[config.mk]
export PLATFORM = sky130hd
export DESIGN_NAME = sm83_instruction_core_flat
export DESIGN_NICKNAME = d
export VERILOG_FILES = /design/src/rtl/sm83_pkg.sv /design/src/rtl/sm83_if.sv /design/src/rtl/sm83_exec.sv /design/src/rtl/sm83_instruction_core.sv /design/src/flat_wrapper.sv
export SDC_FILE = /design/constraint.sdc
export NUM_CORES = 1
export LEC_CHECK = 0
export ABC_AREA = 0
export BUFFER_PORTS_ARGS = -buffer_cell sky130_fd_sc_hd__buf_2
export CORE_AREA = 2 2 236 296
export DETAILED_ROUTE_END_ITERATION = 10
export DIE_AREA = 0 0 238 298
export SETUP_SLACK_MARGIN = 0.3
export SLEW_MARGIN = 20
export SYNTH_ARGS = -nofsm -noshare
export SYNTH_HDL_FRONTEND = slang
export SYNTH_HIERARCHICAL = 1
export SYNTH_SLANG_ARGS = --single-unit
[constraint.sdc]
create_clock -name clk -period 9.65 [get_ports clk]
set_input_delay 1.93 -clock clk [delete_from_list [all_inputs] [get_ports clk]]
set_output_delay 1.93 -clock clk [all_outputs]
set_load 0.03 [all_outputs]
[src/rtl/sm83_pkg.sv]
// Package with shared types and constants for the SM83 instruction core.
package sm83_pkg;

  localparam logic [3:0] FLAG_Z = 4'b1000;
  localparam logic [3:0] FLAG_N = 4'b0100;
  localparam logic [3:0] FLAG_H = 4'b0010;
  localparam logic [3:0] FLAG_C = 4'b0001;

  localparam logic [7:0] OP_STOP = 8'h10;
  localparam logic [7:0] OP_HALT = 8'h76;
  localparam logic [7:0] OP_LDSP = 8'h08;
  localparam logic [7:0] OP_LDHLN = 8'h36;
  localparam logic [7:0] OP_INCM = 8'h34;
  localparam logic [7:0] OP_DECM = 8'h35;
  localparam logic [7:0] OP_JR = 8'h18;
  localparam logic [7:0] OP_JP = 8'hc3;
  localparam logic [7:0] OP_JPHL = 8'he9;

  typedef struct packed {
    logic       kind;
    logic [7:0] read_data;
  } sm83_in_t;

  typedef struct packed {
    logic [15:0] bus_address;
    logic [7:0]  bus_write_data;
    logic        bus_is_write;
    logic        instr_retired;
    logic [7:0]  retired_opcode;
    logic [4:0]  retired_cycles;
    logic        unimplemented_op;
    logic        stop_or_halt;
    logic [7:0]  accumulator;
    logic [3:0]  flags_znhc;
  } sm83_out_t;

  // Architectural state of the core.
  typedef struct packed {
    logic [7:0]  a;
    logic [7:0]  b, c, d, e, h, l;
    logic [15:0] sp;
    logic [15:0] pc;
    logic [3:0]  f;
    logic [7:0]  op;
    logic [2:0]  phase;
    logic [7:0]  t0, t1;
  } sm83_state_t;

endpackage

[src/rtl/sm83_if.sv]
// Valid/ready channel interfaces for the core's input and result streams.
interface sm83_in_if import sm83_pkg::*; ();
  logic     valid;
  logic     ready;
  sm83_in_t data;
  modport source (output valid, output data, input ready);
  modport sink (input valid, input data, output ready);
endinterface

interface sm83_out_if import sm83_pkg::*; ();
  logic      valid;
  logic      ready;
  sm83_out_t data;
  modport source (output valid, output data, input ready);
  modport sink (input valid, input data, output ready);
endinterface

[src/rtl/sm83_exec.sv]
// Combinational step of the core: next state and bus request for one transaction.
module sm83_exec import sm83_pkg::*; (
  input  sm83_state_t st,
  input  logic [15:0] start_addr,
  input  sm83_in_t    in,
  output sm83_state_t ns,
  output sm83_out_t   res
);

  function automatic logic [7:0] rget(input sm83_state_t s, input logic [2:0] sel);
    logic [7:0] v;
    case (sel)
      3'd0: v = s.b;
      3'd1: v = s.c;
      3'd2: v = s.d;
      3'd3: v = s.e;
      3'd4: v = s.h;
      3'd5: v = s.l;
      3'd6: v = 8'h00;
      default: v = s.a;
    endcase
    return v;
  endfunction

  function automatic logic [15:0] pget(input sm83_state_t s, input logic [1:0] i);
    logic [15:0] v;
    case (i)
      2'd0: v = {s.b, s.c};
      2'd1: v = {s.d, s.e};
      2'd2: v = {s.h, s.l};
      default: v = s.sp;
    endcase
    return v;
  endfunction

  function automatic logic needs_bus(input logic [7:0] c);
    logic n;
    if (c < 8'h40)
      n = (c == OP_LDSP) || (c[2:0] == 3'd6) || (c == OP_INCM) || (c == OP_DECM) ||
          (c[3:0] == 4'h1) || (c[3:0] == 4'h2) ||
          (c[3:0] == 4'ha) || (c == OP_JR) || (c == 8'h20) || (c == 8'h28) ||
          (c == 8'h30) || (c == 8'h38);
    else if (c < 8'h80)
      n = (c != OP_HALT) && ((c[2:0] == 3'd6) || (c[7:3] == 5'b01110));
    else if (c < 8'hc0)
      n = (c[2:0] == 3'd6);
    else
      n = (c == 8'hc2) || (c == OP_JP) || (c == 8'hca) || (c == 8'hd2) || (c == 8'hda);
    return n;
  endfunction

  function automatic logic cond_ok(input logic [3:0] f, input logic [7:0] c);
    logic k;
    case (c[4:3])
      2'd0: k = !f[3];
      2'd1: k = f[3];
      2'd2: k = !f[0];
      default: k = f[0];
    endcase
    return k;
  endfunction

  always_comb begin
    logic [7:0]  code, rd, v8, r8, av;
    logic [2:0]  r, p;
    logic [1:0]  i;
    logic        fin, unimpl, hlt, dn, cin;
    logic [4:0]  cyc;
    logic [15:0] pv, hl;
    logic [16:0] s17;
    logic [8:0]  s9, da;
    logic [4:0]  s5;
    logic [3:0]  fl;
    logic [15:0] base;
    logic        wsel, wen;
    logic [2:0]  wreg;
    logic [7:0]  wval;
    logic        pwen;
    logic [1:0]  pwi;
    logic [15:0] pwv;

    ns = st;
    rd = in.read_data;
    fin = 1'b0; cyc = 5'd0; unimpl = 1'b0; hlt = 1'b0;
    wen = 1'b0; wreg = 3'd0; wval = 8'h00;
    pwen = 1'b0; pwi = 2'd0; pwv = 16'h0;
    code = st.op; p = st.phase;
    r = 3'd0; i = 2'd0; v8 = 8'h00; r8 = 8'h00; dn = 1'b0; cin = 1'b0;
    pv = 16'h0; s17 = 17'h0; s9 = 9'h0; s5 = 5'h0; fl = st.f; av = st.a; da = 9'h0;
    wsel = 1'b0; base = 16'h0; hl = {st.h, st.l};

    if (!in.kind) begin
      ns.pc = start_addr;
      ns.phase = 3'd0;
    end else if (st.phase == 3'd0) begin
      code = rd;
      ns.op = rd;
      ns.pc = st.pc + 16'd1;
      r = code[5:3];
      i = code[5:4];
      if (needs_bus(rd)) begin
        ns.phase = 3'd1;
      end else if (code == OP_STOP || code == OP_HALT) begin
        hlt = 1'b1; fin = 1'b1; cyc = 5'd0;
      end else if (code[7:6] == 2'b01) begin
        wen = 1'b1; wreg = r; wval = rget(st, code[2:0]); fin = 1'b1; cyc = 5'd4;
      end else if (code[7:6] == 2'b10) begin
        wsel = 1'b1; v8 = rget(st, code[2:0]); fin = 1'b1; cyc = 5'd4;
      end else if (code == OP_JPHL) begin
        ns.pc = hl; fin = 1'b1; cyc = 5'd4;
      end else if (code[7:6] == 2'b11) begin
        unimpl = 1'b1; fin = 1'b1; cyc = 5'd4;
      end else begin
        fin = 1'b1; cyc = 5'd4;
        case (code[2:0])
          3'd3: begin
            pwen = 1'b1; pwi = i;
            pwv = pget(st, i) + (code[3] ? 16'hffff : 16'h0001);
            cyc = 5'd8;
          end
          3'd1: begin
            pv = pget(st, i);
            s17 = {1'b0, hl} + {1'b0, pv};
            fl = {st.f[3], 1'b0, ({1'b0, hl[11:0]} + {1'b0, pv[11:0]}) > 13'hfff, s17[16]};
            ns.f = fl;
            pwen = 1'b1; pwi = 2'd2; pwv = s17[15:0];
            cyc = 5'd8;
          end
          3'd4, 3'd5: begin
            dn = code[0];
            r8 = rget(st, r) + (dn ? 8'hff : 8'h01);
            ns.f = {r8 == 8'h00, dn, dn ? (r8[3:0] == 4'hf) : (r8[3:0] == 4'h0), st.f[0]};
            wen = 1'b1; wreg = r; wval = r8;
          end
          3'd7: begin
            cin = st.f[0];
            case (code)
              8'h07: begin av = {st.a[6:0], st.a[7]}; fl = {3'b000, st.a[7]}; end
              8'h17: begin av = {st.a[6:0], cin}; fl = {3'b000, st.a[7]}; end
              8'h0f: begin av = {st.a[0], st.a[7:1]}; fl = {3'b000, st.a[0]}; end
              8'h1f: begin av = {cin, st.a[7:1]}; fl = {3'b000, st.a[0]}; end
              8'h27: begin
                da = {1'b0, st.a};
                if (!st.f[2]) begin
                  if (cin || st.a > 8'h99) begin da = da + 9'h060; cin = 1'b1; end
                  if (st.f[1] || da[3:0] > 4'd9) da = da + 9'h006;
                end else begin
                  if (cin) da = da + 9'h0a0;
                  if (st.f[1]) da = da + 9'h0fa;
                end
                av = da[7:0];
                fl = {av == 8'h00, st.f[2], 1'b0, cin};
              end
              8'h2f: begin av = ~st.a; fl = st.f | FLAG_N | FLAG_H; end
              8'h37: fl = {st.f[3], 3'b001};
              default: fl = {st.f[3], 2'b00, ~cin};
            endcase
            ns.a = av; ns.f = fl;
          end
          default: ;
        endcase
      end
    end else begin
      r = code[5:3];
      if (code == OP_LDSP) begin
        if (p == 3'd1) begin ns.t0 = rd; ns.pc = st.pc + 16'd1; end
        if (p == 3'd2) begin ns.t1 = rd; ns.pc = st.pc + 16'd1; end
        if (p < 3'd4) ns.phase = p + 3'd1;
        else begin fin = 1'b1; cyc = 5'd20; end
      end else if (code < 8'h40 && code[3:0] == 4'h1) begin
        ns.pc = st.pc + 16'd1;
        if (p == 3'd1) begin ns.t0 = rd; ns.phase = 3'd2; end
        else begin
          pwen = 1'b1; pwi = code[5:4]; pwv = {rd, st.t0}; fin = 1'b1; cyc = 5'd12;
        end
      end else if (code == OP_LDHLN) begin
        if (p == 3'd1) begin ns.pc = st.pc + 16'd1; ns.t0 = rd; ns.phase = 3'd2; end
        else begin fin = 1'b1; cyc = 5'd12; end
      end else if (code == OP_INCM || code == OP_DECM) begin
        if (p == 3'd1) begin
          dn = code[0];
          r8 = rd + (dn ? 8'hff : 8'h01);
          ns.f = {r8 == 8'h00, dn, dn ? (r8[3:0] == 4'hf) : (r8[3:0] == 4'h0), st.f[0]};
          ns.t0 = r8; ns.phase = 3'd2;
        end else begin fin = 1'b1; cyc = 5'd12; end
      end else if (code < 8'h40 && code[2:0] == 3'd6) begin
        ns.pc = st.pc + 16'd1; wen = 1'b1; wreg = r; wval = rd; fin = 1'b1; cyc = 5'd8;
      end else if (code < 8'h40 && (code[3:0] == 4'h2 || code[3:0] == 4'ha)) begin
        if (code[3:0] == 4'ha) ns.a = rd;
        if (code[5:4] == 2'd2) begin pwen = 1'b1; pwi = 2'd2; pwv = hl + 16'd1; end
        if (code[5:4] == 2'd3) begin pwen = 1'b1; pwi = 2'd2; pwv = hl - 16'd1; end
        fin = 1'b1; cyc = 5'd8;
      end else if (code < 8'h40) begin
        ns.pc = st.pc + 16'd1;
        if (code == OP_JR || cond_ok(st.f, code)) begin
          ns.pc = st.pc + 16'd1 + {{8{rd[7]}}, rd}; cyc = 5'd12;
        end else cyc = 5'd8;
        fin = 1'b1;
      end else if (code < 8'h80) begin
        if (code[7:3] != 5'b01110) begin wen = 1'b1; wreg = r; wval = rd; end
        fin = 1'b1; cyc = 5'd8;
      end else if (code < 8'hc0) begin
        wsel = 1'b1; v8 = rd; fin = 1'b1; cyc = 5'd8;
      end else begin
        ns.pc = st.pc + 16'd1;
        if (p == 3'd1) begin ns.t0 = rd; ns.phase = 3'd2; end
        else begin
          fin = 1'b1;
          if (code == OP_JP || cond_ok(st.f, code)) begin
            ns.pc = {rd, st.t0}; cyc = 5'd16;
          end else cyc = 5'd12;
        end
      end
    end

    // ALU group: add, adc, sub, sbc, and, xor, or, cp.
    if (wsel) begin
      cin = 1'b0;
      case (r)
        3'd0, 3'd1: begin
          cin = (r == 3'd1) & st.f[0];
          s9 = {1'b0, st.a} + {1'b0, v8} + {8'h00, cin};
          s5 = {1'b0, st.a[3:0]} + {1'b0, v8[3:0]} + {4'h0, cin};
          r8 = s9[7:0];
          fl = {r8 == 8'h00, 1'b0, s5[4], s9[8]};
          ns.a = r8;
        end
        3'd2, 3'd3, 3'd7: begin
          cin = (r == 3'd3) & st.f[0];
          s9 = {1'b0, st.a} - {1'b0, v8} - {8'h00, cin};
          s5 = {1'b0, st.a[3:0]} - {1'b0, v8[3:0]} - {4'h0, cin};
          r8 = s9[7:0];
          fl = {r8 == 8'h00, 1'b1, s5[4], s9[8]};
          if (r != 3'd7) ns.a = r8;
        end
        3'd4: begin r8 = st.a & v8; fl = {r8 == 8'h00, 3'b010}; ns.a = r8; end
        3'd5: begin r8 = st.a ^ v8; fl = {r8 == 8'h00, 3'b000}; ns.a = r8; end
        default: begin r8 = st.a | v8; fl = {r8 == 8'h00, 3'b000}; ns.a = r8; end
      endcase
      ns.f = fl;
    end

    if (wen) begin
      case (wreg)
        3'd0: ns.b = wval;
        3'd1: ns.c = wval;
        3'd2: ns.d = wval;
        3'd3: ns.e = wval;
        3'd4: ns.h = wval;
        3'd5: ns.l = wval;
        3'd6: ;
        default: ns.a = wval;
      endcase
    end
    if (pwen) begin
      case (pwi)
        2'd0: {ns.b, ns.c} = pwv;
        2'd1: {ns.d, ns.e} = pwv;
        2'd2: {ns.h, ns.l} = pwv;
        default: ns.sp = pwv;
      endcase
    end
    if (fin) ns.phase = 3'd0;

    // Bus request from the updated state.
    res = '0;
    res.bus_address = ns.pc;
    hl = {ns.h, ns.l};
    i = (ns.op[5:4] == 2'd3) ? 2'd2 : ns.op[5:4];
    if (ns.phase != 3'd0) begin
      base = {ns.t1, ns.t0};
      if (ns.op == OP_LDSP && ns.phase >= 3'd3) begin
        res.bus_is_write = 1'b1;
        if (ns.phase == 3'd3) begin
          res.bus_address = base; res.bus_write_data = ns.sp[7:0];
        end else begin
          res.bus_address = base + 16'd1; res.bus_write_data = ns.sp[15:8];
        end
      end else if (ns.op == OP_LDHLN && ns.phase == 3'd2) begin
        res.bus_address = hl; res.bus_is_write = 1'b1; res.bus_write_data = ns.t0;
      end else if (ns.op == OP_INCM || ns.op == OP_DECM) begin
        res.bus_address = hl;
        if (ns.phase == 3'd2) begin res.bus_is_write = 1'b1; res.bus_write_data = ns.t0; end
      end else if (ns.op < 8'h40 && ns.op[3:0] == 4'h2) begin
        res.bus_address = pget(ns, i); res.bus_is_write = 1'b1; res.bus_write_data = ns.a;
      end else if (ns.op < 8'h40 && ns.op[3:0] == 4'ha) begin
        res.bus_address = pget(ns, i);
      end else if (ns.op[7:3] == 5'b01110 && ns.op != OP_HALT) begin
        res.bus_address = hl; res.bus_is_write = 1'b1;
        res.bus_write_data = rget(ns, ns.op[2:0]);
      end else if (ns.op >= 8'h40 && ns.op < 8'hc0 && ns.op[2:0] == 3'd6) begin
        res.bus_address = hl;
      end
    end
    res.instr_retired = fin;
    res.retired_opcode = fin ? ns.op : 8'h00;
    res.retired_cycles = cyc;
    res.unimplemented_op = unimpl;
    res.stop_or_halt = hlt;
    res.accumulator = ns.a;
    res.flags_znhc = ns.f;
  end

endmodule

[src/rtl/sm83_instruction_core.sv]
// Top level of the SM83 instruction core: state registers and result register.
//
//   channel | direction | payload
//   in_     | sink      | kind, read_data (one completed bus cycle)
//   out_    | source    | next bus request, retirement report, A and flags
//   cfg_    | write     | start_address
//
// Each input transaction is processed by the combinational step logic, which
// runs between the state registers and the result register.
// A new transaction is taken every cycle while the result register is empty
// or being drained in the same cycle; only a stalled output holds the input.
// Synchronous active-low reset clears the state, including the program counter,
// and resets start_address to zero.
module sm83_instruction_core import sm83_pkg::*; (
  input  logic            clk,
  input  logic            rst_n,
  sm83_in_if.sink         in_ch,
  sm83_out_if.source      out_ch,
  input  logic            cfg_we,
  input  logic [15:0]     cfg_wdata
);

  sm83_state_t st_r, st_nxt;
  sm83_out_t   res_r, res_nxt;
  logic        out_valid_r;
  logic [15:0] start_r;
  logic        take;

  // Input is taken whenever the result register can accept a new result.
  assign in_ch.ready = !out_valid_r || out_ch.ready;
  assign take = in_ch.valid && in_ch.ready;

  sm83_exec u_exec (
    .st        (st_r),
    .start_addr(start_r),
    .in        (in_ch.data),
    .ns        (st_nxt),
    .res       (res_nxt)
  );

  always_ff @(posedge clk) begin
    if (!rst_n) begin
      start_r     <= 16'h0000;
      st_r        <= '0;
      out_valid_r <= 1'b0;
    end else begin
      // The new start address takes effect at the next start transaction.
      if (cfg_we) begin
        start_r <= cfg_wdata;
      end
      if (take) begin
        st_r <= st_nxt;
        out_valid_r <= 1'b1;
      end else if (out_ch.ready) begin
        out_valid_r <= 1'b0;
      end
    end
  end

  always_ff @(posedge clk) begin
    if (take) res_r <= res_nxt;
  end

  assign out_ch.valid = out_valid_r;
  assign out_ch.data  = res_r;

endmodule

[src/flat_wrapper.sv]
// flat-port wrapper written by rule: the top's interface ports become plain ports
module sm83_instruction_core_flat import sm83_pkg::*;
  (clk, rst_n, cfg_we, cfg_wdata, in_ch_valid, in_ch_data, in_ch_ready, out_ch_valid, out_ch_data, out_ch_ready);
  sm83_in_if in_ch_i ();
  sm83_out_if out_ch_i ();
  input  logic clk;
  input  logic rst_n;
  input  logic cfg_we;
  input  logic [15:0] cfg_wdata;
  input wire logic [$bits(in_ch_i.valid)-1:0] in_ch_valid;
  input wire logic [$bits(in_ch_i.data)-1:0] in_ch_data;
  output wire logic [$bits(in_ch_i.ready)-1:0] in_ch_ready;
  output wire logic [$bits(out_ch_i.valid)-1:0] out_ch_valid;
  output wire logic [$bits(out_ch_i.data)-1:0] out_ch_data;
  input wire logic [$bits(out_ch_i.ready)-1:0] out_ch_ready;
  assign in_ch_i.valid = in_ch_valid;
  assign in_ch_i.data = in_ch_data;
  assign in_ch_ready = in_ch_i.ready;
  assign out_ch_valid = out_ch_i.valid;
  assign out_ch_data = out_ch_i.data;
  assign out_ch_i.ready = out_ch_ready;
  sm83_instruction_core u_core (.clk(clk), .rst_n(rst_n), .in_ch(in_ch_i), .out_ch(out_ch_i), .cfg_we(cfg_we), .cfg_wdata(cfg_wdata));
endmodule
# Word-level counts from Yosys, hierarchy flattened
# Index checks and enable logic that the tools add are counted.
# op_classes
n_bitwise	9
n_reduce_logical	72
n_eq_ne	99
n_addsub	23
order_cmp	14
mux	383
# ops
op	n
16-bit two-way mux	61
8-bit two-way mux	110
8-bit case mux with 7 select lines	3
25-bit two-way mux	5
11-bit two-way mux	11
8-bit by 6-bit equality test with 1-bit output, second input constant	15
20-bit two-way mux	5
1-bit two-way mux	98
16-bit case mux with 3 select lines	2
3-bit two-way mux	26
5-bit two-way mux	13
8-bit zero test	8
4-bit two-way mux	16
64-bit two-way mux	1
8-bit equality test, second input constant	7
56-bit two-way mux	1
3-bit equality test, second input constant	17
16-bit by 1-bit adder with 16-bit output, second input constant	3
8-bit case mux with 6 select lines	1
8-bit by 5-bit equality test with 1-bit output, second input constant	5
8-bit < comparator, second input constant	5
3-bit by 2-bit equality test with 1-bit output, second input constant	13
2-bit two-way mux	18
16-bit adder	2
other kinds (63)	154
# totals
register_bits	189
wordCells	626
input_bits	30
out_inout_bits	55

# Longest topological paths before layout
# Gate-level depths: netlist (run 1).
# depth
ltp_word	57
depth_mapped	24
mapped_depth_nobuf	21

# Cells and area by module
# The synthesis (run 1) kept the hierarchy.
# modules_own_cells
mod	instances	area_each_um2	cells_per_inst
sm83_exec	1	16709.8	2541
sm83_instruction_core	1	6946.7	626

# Worst setup path before layout (run 1)
# No wires, ideal clock.
# synth_path
path_type	input to register
start	in in_ch_data[4]
end	reg u_core.res_r (netlist bit u_core/out_ch.data[52]) (data pin)
path_buffers	7
setup_ns	0.278
slack_ns	2.693
arrival_ns	6.679
stages	19
cell_sequence	buf_4 > buf_2 > buf_2 > clkbuf_1 > clkbuf_1 > buf_1 > mux4_2 > ha_1 > clkbuf_1 > o2111a_1 > and2_1 > a311o_1 > a221o_1 > a21o_1 > xnor2_2 > a221oi_2 > o21ai_0 > a21oi_1 > o221ai_1
# synth_rtl
item	line	rtl
from (decl)	flat_wrapper.sv:11	input wire logic [$bits(in_ch_i.data)-1:0] in_ch_data;
to (signal assigned)	sm83_instruction_core.sv:61	if (take) res_r <= res_nxt;
to (decl)	sm83_instruction_core.sv:24	sm83_out_t res_r, res_nxt;

==> results of run 1 <==
[power groups by stage]
stage          logic, uW  registers, uW  clock network (uW)
6_report             907            894                 805
5_1_grt              944            897                 848
4_1_cts              871            893                 823
3_5_place_dp         866            911                   0
3_3_place_gp         872            912                   0
2_1_floorplan        565            921                   0
[cell families (layout without fill, tap and decap cells)]
logic type               count (synthesis)  after routing
AO/OA/AOI/OAI                          971            971
XOR/XNOR                               114            114
adder cells (fa/ha/maj)                115            115
buffers and inverters                  344            304
flip-flops                             189            189
multiplexers                           250            250
other                                    1              3
AND/OR/NAND/NOR                       1183           1183
[registers in the layout, summed over array words and instances (netlist names)]
signal,count
u_core/st_r,119
u_core/out_ch.data,53
u_core/start_r,16
u_core/out_ch.valid,1
[layer usage]
layer | share of wire | wire length (microns) | GRT usage
met5 | 0.00032 | 41 | 0
met4 | 0.099 | 12600 | 0.283
met3 | 0.11 | 14100 | 0.0831
met2 | 0.42 | 53800 | 0.525
met1 | 0.37 | 46300 | 0.412
[stage by stage]
stage / setup slack, ns / instance area [sq um] / hold slack (ns) / utilization
after global placement: 1.77 / 24700 / 0.444 / 0.363
after CTS: 2.25 / 25400 / 0.465 / 0.373
after global routing: 1.62 / 25400 / 0.480 / 0.373
final: 1.78 / 25400 / 0.467 / 0.373
after detailed placement: 1.77 / 24700 / 0.453 / 0.364
after floorplan: 2.69 / 23700 / 0.431 / -
[synthesized netlist by cell type, types with 17 or more instances]
| cell | number |
|---|---|
| sky130_fd_sc_hd__a211oi_1 | 59 |
| sky130_fd_sc_hd__a21o_1 | 43 |
| sky130_fd_sc_hd__a21oi_1 | 204 |
| sky130_fd_sc_hd__a221oi_1 | 19 |
| sky130_fd_sc_hd__a22oi_1 | 30 |
| sky130_fd_sc_hd__a31oi_1 | 42 |
| sky130_fd_sc_hd__and2_1 | 23 |
| sky130_fd_sc_hd__and3_1 | 20 |
| sky130_fd_sc_hd__buf_2 | 52 |
| sky130_fd_sc_hd__buf_4 | 20 |
| sky130_fd_sc_hd__buf_6 | 17 |
| sky130_fd_sc_hd__clkbuf_1 | 148 |
| sky130_fd_sc_hd__dfxtp_1 | 136 |
| sky130_fd_sc_hd__edfxtp_1 | 53 |
| sky130_fd_sc_hd__ha_1 | 106 |
| sky130_fd_sc_hd__inv_1 | 81 |
| sky130_fd_sc_hd__mux2_2 | 20 |
| sky130_fd_sc_hd__mux2i_1 | 218 |
| sky130_fd_sc_hd__nand2_1 | 451 |
| sky130_fd_sc_hd__nand2b_1 | 37 |
| sky130_fd_sc_hd__nand3_1 | 77 |
| sky130_fd_sc_hd__nand3b_1 | 19 |
| sky130_fd_sc_hd__nand4_1 | 29 |
| sky130_fd_sc_hd__nor2_1 | 244 |
| sky130_fd_sc_hd__nor2b_1 | 48 |
| sky130_fd_sc_hd__nor3_1 | 88 |
| sky130_fd_sc_hd__nor4_1 | 26 |
| sky130_fd_sc_hd__o211ai_1 | 37 |
| sky130_fd_sc_hd__o21a_1 | 31 |
| sky130_fd_sc_hd__o21ai_0 | 179 |
| sky130_fd_sc_hd__o221ai_1 | 19 |
| sky130_fd_sc_hd__o22ai_1 | 31 |
| sky130_fd_sc_hd__o31ai_1 | 20 |
| sky130_fd_sc_hd__or3_1 | 25 |
| sky130_fd_sc_hd__xnor2_1 | 63 |
| sky130_fd_sc_hd__xor2_1 | 49 |
[cell usage in the layout (no fill, tap or decap), drive strengths merged, types with 78 or more instances in the layout]
cell and count:
buf 182, a21oi 205, nand2 452, ha 106, nand3 78, dfxtp 136
mux2i 219, nor3 93, inv 95, nor2 249, o21ai 197
[worst min path at each step]
stage / start / endpoint / cells after the start
after floorplan: u_core/st_r[23] / u_core/st_r[23] / 2
after global placement: u_core/st_r[0] / u_core/st_r[0] / 2
after detailed placement: u_core/st_r[5] / u_core/st_r[5] / 2
after CTS: u_core/st_r[5] / u_core/st_r[5] / 2
after global routing: u_core/st_r[7] / u_core/st_r[7] / 2
final: u_core/st_r[0] / u_core/st_r[0] / 2
[cell type report]
class	instances	area [sq um]	area share
diodes	1	2.50	0.0000987
clock inverters	15	200	0.00789
well taps	872	1090	0.0430
inverters	89	334	0.0132
clock buffers	17	425	0.0168
multi-input cells	2635	17800	0.702
repair buffers	183	1180	0.0467
flip-flops and latches	189	4310	0.170
[worst max-delay path, cell delays in order]
cell and delay, ns:
sky130_fd_sc_hd__buf_2 0.58, sky130_fd_sc_hd__buf_4 0.36, sky130_fd_sc_hd__a21boi_0 0.22, sky130_fd_sc_hd__a211oi_1 0.07
sky130_fd_sc_hd__o32ai_1 0.83, sky130_fd_sc_hd__nor3_1 0.11, sky130_fd_sc_hd__o21ai_0 0.60, sky130_fd_sc_hd__inv_1 0.18
sky130_fd_sc_hd__fa_1 0.46, sky130_fd_sc_hd__inv_1 0.09, sky130_fd_sc_hd__fa_1 0.24, sky130_fd_sc_hd__nand2b_1 0.20
sky130_fd_sc_hd__a21oi_1 0.12, sky130_fd_sc_hd__o21ai_0 0.26, sky130_fd_sc_hd__a31o_2 0.19, sky130_fd_sc_hd__a22oi_1 0.08
sky130_fd_sc_hd__a31oi_1 0.25, sky130_fd_sc_hd__a21oi_1 0.11, sky130_fd_sc_hd__o221ai_1 0.53, sky130_fd_sc_hd__o21ai_0 0.29
sky130_fd_sc_hd__a2111oi_1 0.45
==> impl_metrics.xml, run 1 <==
<?xml version="1.0" encoding="UTF-8"?>
<metrics>
  <group name="timing">
    <metric name="max-slew-margin-rel" unit="">0.258</metric>
    <metric name="finalWorstPathRequiredPeriod" unit="ns">7.87</metric>
    <metric name="fin_skew" unit="ns">0.0167</metric>
    <metric name="unrepaired_setup_endpoints_after_global_routing" unit="">false</metric>
    <metric name="total_count_of_max_transition_violations_in_the_final_report" unit="">0</metric>
    <metric name="totalNegativeSetupSlack" unit="ns">0</metric>
    <metric name="timing.final.setup_violations" unit="">0</metric>
    <metric name="timing.final.crit_share" unit="">0.816</metric>
    <metric name="max_clock_freq" unit="MHz">127</metric>
    <metric name="hold_viol" unit="">0</metric>
    <metric name="worst_pin_slew" unit="ns">1.11</metric>
  </group>
  <group name="yosys">
    <metric name="synthMuxAreaShare" unit="">0.112</metric>
    <metric name="synthDominantCellAreaShare" unit="">0.115</metric>
    <metric name="synth-edff-count" unit="">53</metric>
    <metric name="ys_types" unit="">137</metric>
    <metric name="synth_compound_gate_area_share" unit="">0.289</metric>
    <metric name="synth_xor_xnor_area_share" unit="">0.0428</metric>
    <metric name="dominant_combinational_cell_family_by_area_after_synthesis" unit="">compound AO/OA/AOI/OAI gates</metric>
    <metric name="postSynthAreaPerCell" unit="sq um">7.47</metric>
    <metric name="synth.yosys.warnings" unit="">6</metric>
    <metric name="synth.area.top_cells" unit="">sky130_fd_sc_hd__dfxtp_1, sky130_fd_sc_hd__mux2i_1, sky130_fd_sc_hd__nand2_1</metric>
    <metric name="synth_seq_cells" unit="">189</metric>
    <metric name="post-synth-top-area-cell" unit="">sky130_fd_sc_hd__dfxtp_1</metric>
    <metric name="postSynthCellCount" unit="">3167</metric>
    <metric name="ys_async_sr_fraction" unit="">0</metric>
    <metric name="synth_adder_area_share" unit="">0.0637</metric>
    <metric name="yosysSeqAreaShare" unit="">0.182</metric>
    <metric name="synth_flop_cell" unit="">sky130_fd_sc_hd__dfxtp_1</metric>
    <metric name="mappedNetlistArea" unit="sq um">23700</metric>
    <metric name="synth_simple_gate_area_frac" unit="">0.244</metric>
  </group>
  <group name="critical_path">
    <metric name="worstSetupStartpoint" unit="">in_ch_data[0]</metric>
    <metric name="critPathKind" unit="">in -&gt; reg</metric>
    <metric name="worstSetupStartpointType" unit="">input port</metric>
    <metric name="worstRegToRegCells" unit="">19</metric>
    <metric name="critical_path.reg2reg.endpoint" unit="">u_core/out_ch.data[35]</metric>
    <metric name="setup.reg_to_reg.worst_slack" unit="ns">3.53</metric>
    <metric name="r2r_start" unit="">u_core/st_r[16]</metric>
    <metric name="end_kind" unit="">flop</metric>
    <metric name="crit_arrival" unit="ns">8.17</metric>
    <metric name="crit_path_to" unit="">u_core/out_ch.data[35]</metric>
    <metric name="critPathRequiredTime" unit="ns">9.95</metric>
    <metric name="critical_path_peak_fanout" unit="">27</metric>
  </group>
  <group name="grt">
    <metric name="globalRouteOverflowTotal" unit="">0</metric>
    <metric name="global_route_wire_length_before_repair" unit="mm">179</metric>
    <metric name="grt_antenna_before_repair" unit="">3</metric>
    <metric name="grt.total_usage" unit="">0.345</metric>
    <metric name="grt_max_degree" unit="">118</metric>
    <metric name="grt_pass1_vias" unit="">25000</metric>
  </group>
  <group name="cts">
    <metric name="cts.path.max_buffers" unit="">2</metric>
    <metric name="htree_num_levels" unit="">4</metric>
    <metric name="hold_buffers" unit="">0</metric>
    <metric name="ctsRootBufferMaster" unit="">sky130_fd_sc_hd__clkbuf_16</metric>
    <metric name="clk_transition_reported_paths" unit="ns">0.08</metric>
    <metric name="clock-sinks" unit="">189</metric>
    <metric name="cts_tree" unit="">yes</metric>
    <metric name="worst_skew_pair_latency" unit="ns">0.53</metric>
    <metric name="cts.repair_timing.setup_buffer_count" unit="">0</metric>
    <metric name="tritoncts_buffer_count" unit="">17</metric>
    <metric name="postCtsResizedCells" unit="">0</metric>
  </group>
  <group name="detailed_routing">
    <metric name="wire_per_inst" unit="microns">31.7</metric>
    <metric name="dr_total_vias" unit="">27100</metric>
    <metric name="detail_route.first_pass.iterations" unit="">7</metric>
    <metric name="detail_route_antenna_nets" unit="">0</metric>
    <metric name="drt_first_iter_violations" unit="">3806</metric>
    <metric name="avgViaCountPerCell" unit="">6.76</metric>
    <metric name="routed_wirelength" unit="mm">127</metric>
    <metric name="drc" unit="">0</metric>
  </group>
  <group name="floorplanning">
    <metric name="floorplan.rows" unit="">107</metric>
    <metric name="initial_utilization" unit="">0.348</metric>
    <metric name="core_area" unit="sq um">68000</metric>
    <metric name="design.die.area" unit="sq um">70900</metric>
    <metric name="floorplan.die.height" unit="microns">298</metric>
    <metric name="width_of_the_die" unit="microns">238</metric>
    <metric name="io_pins" unit="">85</metric>
  </group>
  <group name="run_status">
    <metric name="outcome" unit="">finished clean</metric>
  </group>
  <group name="cells_and_area">
    <metric name="instances_no_fill" unit="">4001</metric>
    <metric name="drive_gt1_frac" unit="">0.111</metric>
    <metric name="syn_to_final_growth" unit="%">7.22</metric>
    <metric name="final.fill_count" unit="">7146</metric>
    <metric name="nets" unit="">3260</metric>
  </group>
  <group name="power_and_ir_drop">
    <metric name="netSwitchingPower" unit="uW">1070</metric>
    <metric name="p_leak" unit="uW">0.00977</metric>
    <metric name="switching_share" unit="">0.412</metric>
    <metric name="power.clock.fraction" unit="">0.309</metric>
    <metric name="power.share.combinational" unit="">0.348</metric>
    <metric name="vdd_ir_drop_max" unit="uV">140</metric>
    <metric name="cell_internal_pwr" unit="uW">1530</metric>
    <metric name="power.density" unit="nW/um^2">103</metric>
    <metric name="seq_power_share" unit="">0.343</metric>
    <metric name="totalPowerFinal" unit="uW">2610</metric>
  </group>
  <group name="worst_hold_path">
    <metric name="hp-class" unit="">reg -&gt; reg</metric>
  </group>
  <group name="place">
    <metric name="gp_congestion" unit="">1.07</metric>
    <metric name="hpwl" unit="mm">95.1</metric>
    <metric name="post_place_cells" unit="">3967</metric>
    <metric name="port_buffers" unit="">84</metric>
  </group>
  <group name="job">
    <metric name="drv_cap" unit="">0</metric>
  </group>
</metrics>
Power figures use the tool's default switching activity.
==> run 2: changes to the inputs <==
- ABC_AREA: 0 -> 1
- CORE_AREA: 2 2 236 296 -> 2 2 241 302
- DIE_AREA: 0 0 238 298 -> 0 0 243 304
- clock period: 9.65 -> 6.85 ns (I/O delays scaled with it)
==> run 2 against run 1 <==
Final cell count increased by 33%. Via count grew 14%. Design area is 4.1% higher. Synthesized cell count grew 38%. Sequential cell count is the same. Clock power up 38%. Setup slack lost 0.80 ns. Utilization shrank 0.25 points. Register-to-register slack got worse by 2.3 ns. Critical endpoint is now u_core/out_ch.data[33].
==> impl_metrics.xml, run 2 <==
<?xml version="1.0" encoding="UTF-8"?>
<metrics>
  <group name="run_status">
    <metric name="outcome" unit="">finished clean</metric>
  </group>
  <group name="power_and_ir_drop">
    <metric name="power.density" unit="nW/um^2">190</metric>
    <metric name="p_leak" unit="uW">0.0125</metric>
    <metric name="vdd_ir_drop_max" unit="uV">190</metric>
  </group>
  <group name="cts">
    <metric name="worst_skew_pair_latency" unit="ns">0.54</metric>
    <metric name="clock-sinks" unit="">189</metric>
    <metric name="clk_transition_reported_paths" unit="ns">0.09</metric>
    <metric name="htree_num_levels" unit="">4</metric>
    <metric name="ctsRootBufferMaster" unit="">sky130_fd_sc_hd__clkbuf_16</metric>
    <metric name="hold_buffers" unit="">0</metric>
    <metric name="tritoncts_buffer_count" unit="">17</metric>
    <metric name="cts.repair_timing.setup_buffer_count" unit="">0</metric>
    <metric name="cts_tree" unit="">yes</metric>
    <metric name="cts.path.max_buffers" unit="">2</metric>
    <metric name="postCtsResizedCells" unit="">0</metric>
  </group>
  <group name="timing">
    <metric name="hold_viol" unit="">0</metric>
    <metric name="unrepaired_setup_endpoints_after_global_routing" unit="">false</metric>
    <metric name="finalWorstPathRequiredPeriod" unit="ns">5.87</metric>
    <metric name="totalNegativeSetupSlack" unit="ns">0</metric>
    <metric name="worst_pin_slew" unit="ns">1.25</metric>
    <metric name="total_count_of_max_transition_violations_in_the_final_report" unit="">0</metric>
    <metric name="max-slew-margin-rel" unit="">0.160</metric>
    <metric name="timing.final.crit_share" unit="">0.857</metric>
    <metric name="whs" unit="ns">0.488</metric>
    <metric name="timing.final.setup_violations" unit="">0</metric>
    <metric name="max_clock_freq" unit="MHz">170</metric>
    <metric name="fin_skew" unit="ns">0.0279</metric>
  </group>
  <group name="floorplanning">
    <metric name="floorplan.die.height" unit="microns">304</metric>
    <metric name="io_pins" unit="">85</metric>
    <metric name="initial_utilization" unit="">0.345</metric>
    <metric name="width_of_the_die" unit="microns">243</metric>
    <metric name="design.die.area" unit="sq um">73900</metric>
    <metric name="core_area" unit="sq um">71300</metric>
    <metric name="floorplan.rows" unit="">110</metric>
  </group>
  <group name="yosys">
    <metric name="synth_flop_cell" unit="">sky130_fd_sc_hd__dfxtp_1</metric>
    <metric name="synth.yosys.warnings" unit="">6</metric>
    <metric name="yosysSeqAreaShare" unit="">0.175</metric>
    <metric name="synth_seq_cells" unit="">189</metric>
    <metric name="post-synth-top-area-cell" unit="">sky130_fd_sc_hd__nand2_1</metric>
    <metric name="library_cell_with_the_highest_instance_count_after_synthesis" unit="">sky130_fd_sc_hd__nand2_1</metric>
    <metric name="postSynthAreaPerCell" unit="sq um">5.65</metric>
    <metric name="mappedNetlistArea" unit="sq um">24600</metric>
    <metric name="ys_types" unit="">69</metric>
    <metric name="postSynthCellCount" unit="">4357</metric>
    <metric name="synth.area.top_cells" unit="">sky130_fd_sc_hd__nand2_1, sky130_fd_sc_hd__dfxtp_1, sky130_fd_sc_hd__nand3_1</metric>
    <metric name="synthTopCellsByCount" unit="">sky130_fd_sc_hd__nand2_1, sky130_fd_sc_hd__inv_1, sky130_fd_sc_hd__nor2_1</metric>
    <metric name="synth-edff-count" unit="">53</metric>
    <metric name="synthDominantCellAreaShare" unit="">0.189</metric>
    <metric name="ys_async_sr_fraction" unit="">0</metric>
  </group>
  <group name="critical_path">
    <metric name="timing.critical_path.max_delay_family" unit="">compound AO/OA/AOI/OAI gates</metric>
    <metric name="setup.reg_to_reg.worst_slack" unit="ns">1.28</metric>
    <metric name="crit_arrival" unit="ns">6.14</metric>
    <metric name="crit_path_buf_inv_count" unit="">6</metric>
    <metric name="critPathKind" unit="">in -&gt; reg</metric>
    <metric name="critical_path.max_stage_delay" unit="ns">0.51</metric>
    <metric name="crit_slowest_cell" unit="">sky130_fd_sc_hd__o21ai_0</metric>
    <metric name="end_kind" unit="">flop</metric>
    <metric name="critical_path_peak_fanout" unit="">15</metric>
    <metric name="worstSetupStartpointType" unit="">input port</metric>
    <metric name="crit_top_cell" unit="">sky130_fd_sc_hd__nand2_1</metric>
    <metric name="critPathRequiredTime" unit="ns">7.12</metric>
  </group>
  <group name="cells_and_area">
    <metric name="highest_count_cells_in_the_layout_ignoring_fill_and_taps" unit="">sky130_fd_sc_hd__nand2_1, sky130_fd_sc_hd__inv_1, sky130_fd_sc_hd__nor2_1</metric>
    <metric name="registers.top_by_ff_count" unit="">u_core/st_r</metric>
    <metric name="syn_to_final_growth" unit="%">7.24</metric>
    <metric name="nets" unit="">4478</metric>
    <metric name="layout_commonest_cell" unit="">sky130_fd_sc_hd__nand2_1</metric>
    <metric name="largest_reg_flops" unit="">119</metric>
    <metric name="final.fill_count" unit="">8216</metric>
    <metric name="drive_gt1_frac" unit="">0.0789</metric>
  </group>
  <group name="detailed_routing">
    <metric name="dr_total_vias" unit="">30900</metric>
    <metric name="detail_route.first_pass.iterations" unit="">6</metric>
    <metric name="drc" unit="">0</metric>
    <metric name="wire_per_inst" unit="microns">25.2</metric>
    <metric name="routed_wirelength" unit="mm">134</metric>
    <metric name="drt_first_iter_violations" unit="">3703</metric>
    <metric name="avgViaCountPerCell" unit="">5.83</metric>
    <metric name="detail_route_antenna_nets" unit="">0</metric>
  </group>
  <group name="grt">
    <metric name="grt_max_degree" unit="">103</metric>
    <metric name="grt.total_usage" unit="">0.351</metric>
    <metric name="grt_pass1_vias" unit="">28700</metric>
    <metric name="global_route_wire_length_before_repair" unit="mm">193</metric>
    <metric name="globalRouteOverflowTotal" unit="">0</metric>
    <metric name="grt_antenna_before_repair" unit="">3</metric>
  </group>
  <group name="place">
    <metric name="hpwl" unit="mm">104</metric>
    <metric name="gp_congestion" unit="">1.09</metric>
    <metric name="port_buffers" unit="">84</metric>
  </group>
  <group name="worst_hold_path">
    <metric name="hp-class" unit="">reg -&gt; reg</metric>
  </group>
  <group name="job">
    <metric name="drv_cap" unit="">0</metric>
  </group>
</metrics>
run 2: cell count changes in the layout (fill, tap and decap cells not counted), moves of 49 or more:
cell / change
sky130_fd_sc_hd__mux2i_1: -216
sky130_fd_sc_hd__o21ai_0: +124
sky130_fd_sc_hd__a211oi_1: -50
sky130_fd_sc_hd__xnor2_1: -49
sky130_fd_sc_hd__nand3_1: +309
sky130_fd_sc_hd__nor2_1: +173
sky130_fd_sc_hd__a21oi_1: +179
sky130_fd_sc_hd__nand2_1: +790
sky130_fd_sc_hd__inv_1: +418
sky130_fd_sc_hd__inv_2: +54
run 2: cell families after synthesis:
family / after synthesis / synth area share
multiplexers: 2 / 0.000813
AND/OR/NAND/NOR: 2259 / 0.391
AO/OA/AOI/OAI: 956 / 0.221
adder cells (fa/ha/maj): 115 / 0.0612
XOR/XNOR: 54 / 0.0192
buffers and inverters: 781 / 0.132
other: 1 / 0.000152
flip-flops: 189 / 0.175
run 2: power by group:
| group | internal [uW] | switching [uW] |
|---|---|---|
| logic | 687 | 1810 |
| registers | 1260 | 157 |
| clock network | 499 | 607 |
run 2: cell type report:
type,instances,area [sq um],area share
flip-flops and latches,189,4310,0.163
repair buffers,168,1060,0.0401
clock inverters,15,179,0.00677
clock buffers,17,425,0.0161
diodes,4,10.0,0.000379
inverters,569,2140,0.0809
well taps,952,1190,0.0451
multi-input cells,3388,17100,0.647
run 2: path summary, 6_finish.rpt:
kind                            depth (start not counted)             from                     end
worst max-delay path                                   27    in_ch_data[1]  u_core/out_ch.data[33]
worst min-delay path                                    2   u_core/st_r[2]          u_core/st_r[2]
worst max register to register                         24  u_core/st_r[17]  u_core/out_ch.data[35]
worst min register to register                          2   u_core/st_r[2]          u_core/st_r[2]
run 2: metal layers:
layer	vias up	global-route usage	wire (microns)	part of all wire
met1	14400	0.419	50800	0.38
met5	-	0	0	0
met2	1722	0.553	59000	0.44
met4	0	0.285	12600	0.094
li1	14300	-	-	-
met3	507	0.0614	11100	0.083
run 2: through the flow:
stage | power (uW) | instance area, sq um | cells | utilization | setup slack (ns)
6_report | 5020 | 26400 | 5302 | 0.370 | 0.977
5_1_grt | 5270 | 26400 | 5300 | 0.370 | 0.519
4_1_cts | 4950 | 26400 | 5298 | 0.370 | 1.13
3_5_place_dp | 3830 | 25800 | 5266 | 0.362 | 0.577
3_3_place_gp | 3840 | 25800 | 5266 | 0.362 | 0.718
2_1_floorplan | 2980 | 24600 | 4358 | - | 1.90
run 2: worst min-delay path, delay by kind of cell, from the launching register on:
kind | cells | cell delay [ns]
flops | 1 | 0.33
simple gates | 1 | 0.08
compound gates | 1 | 0.04
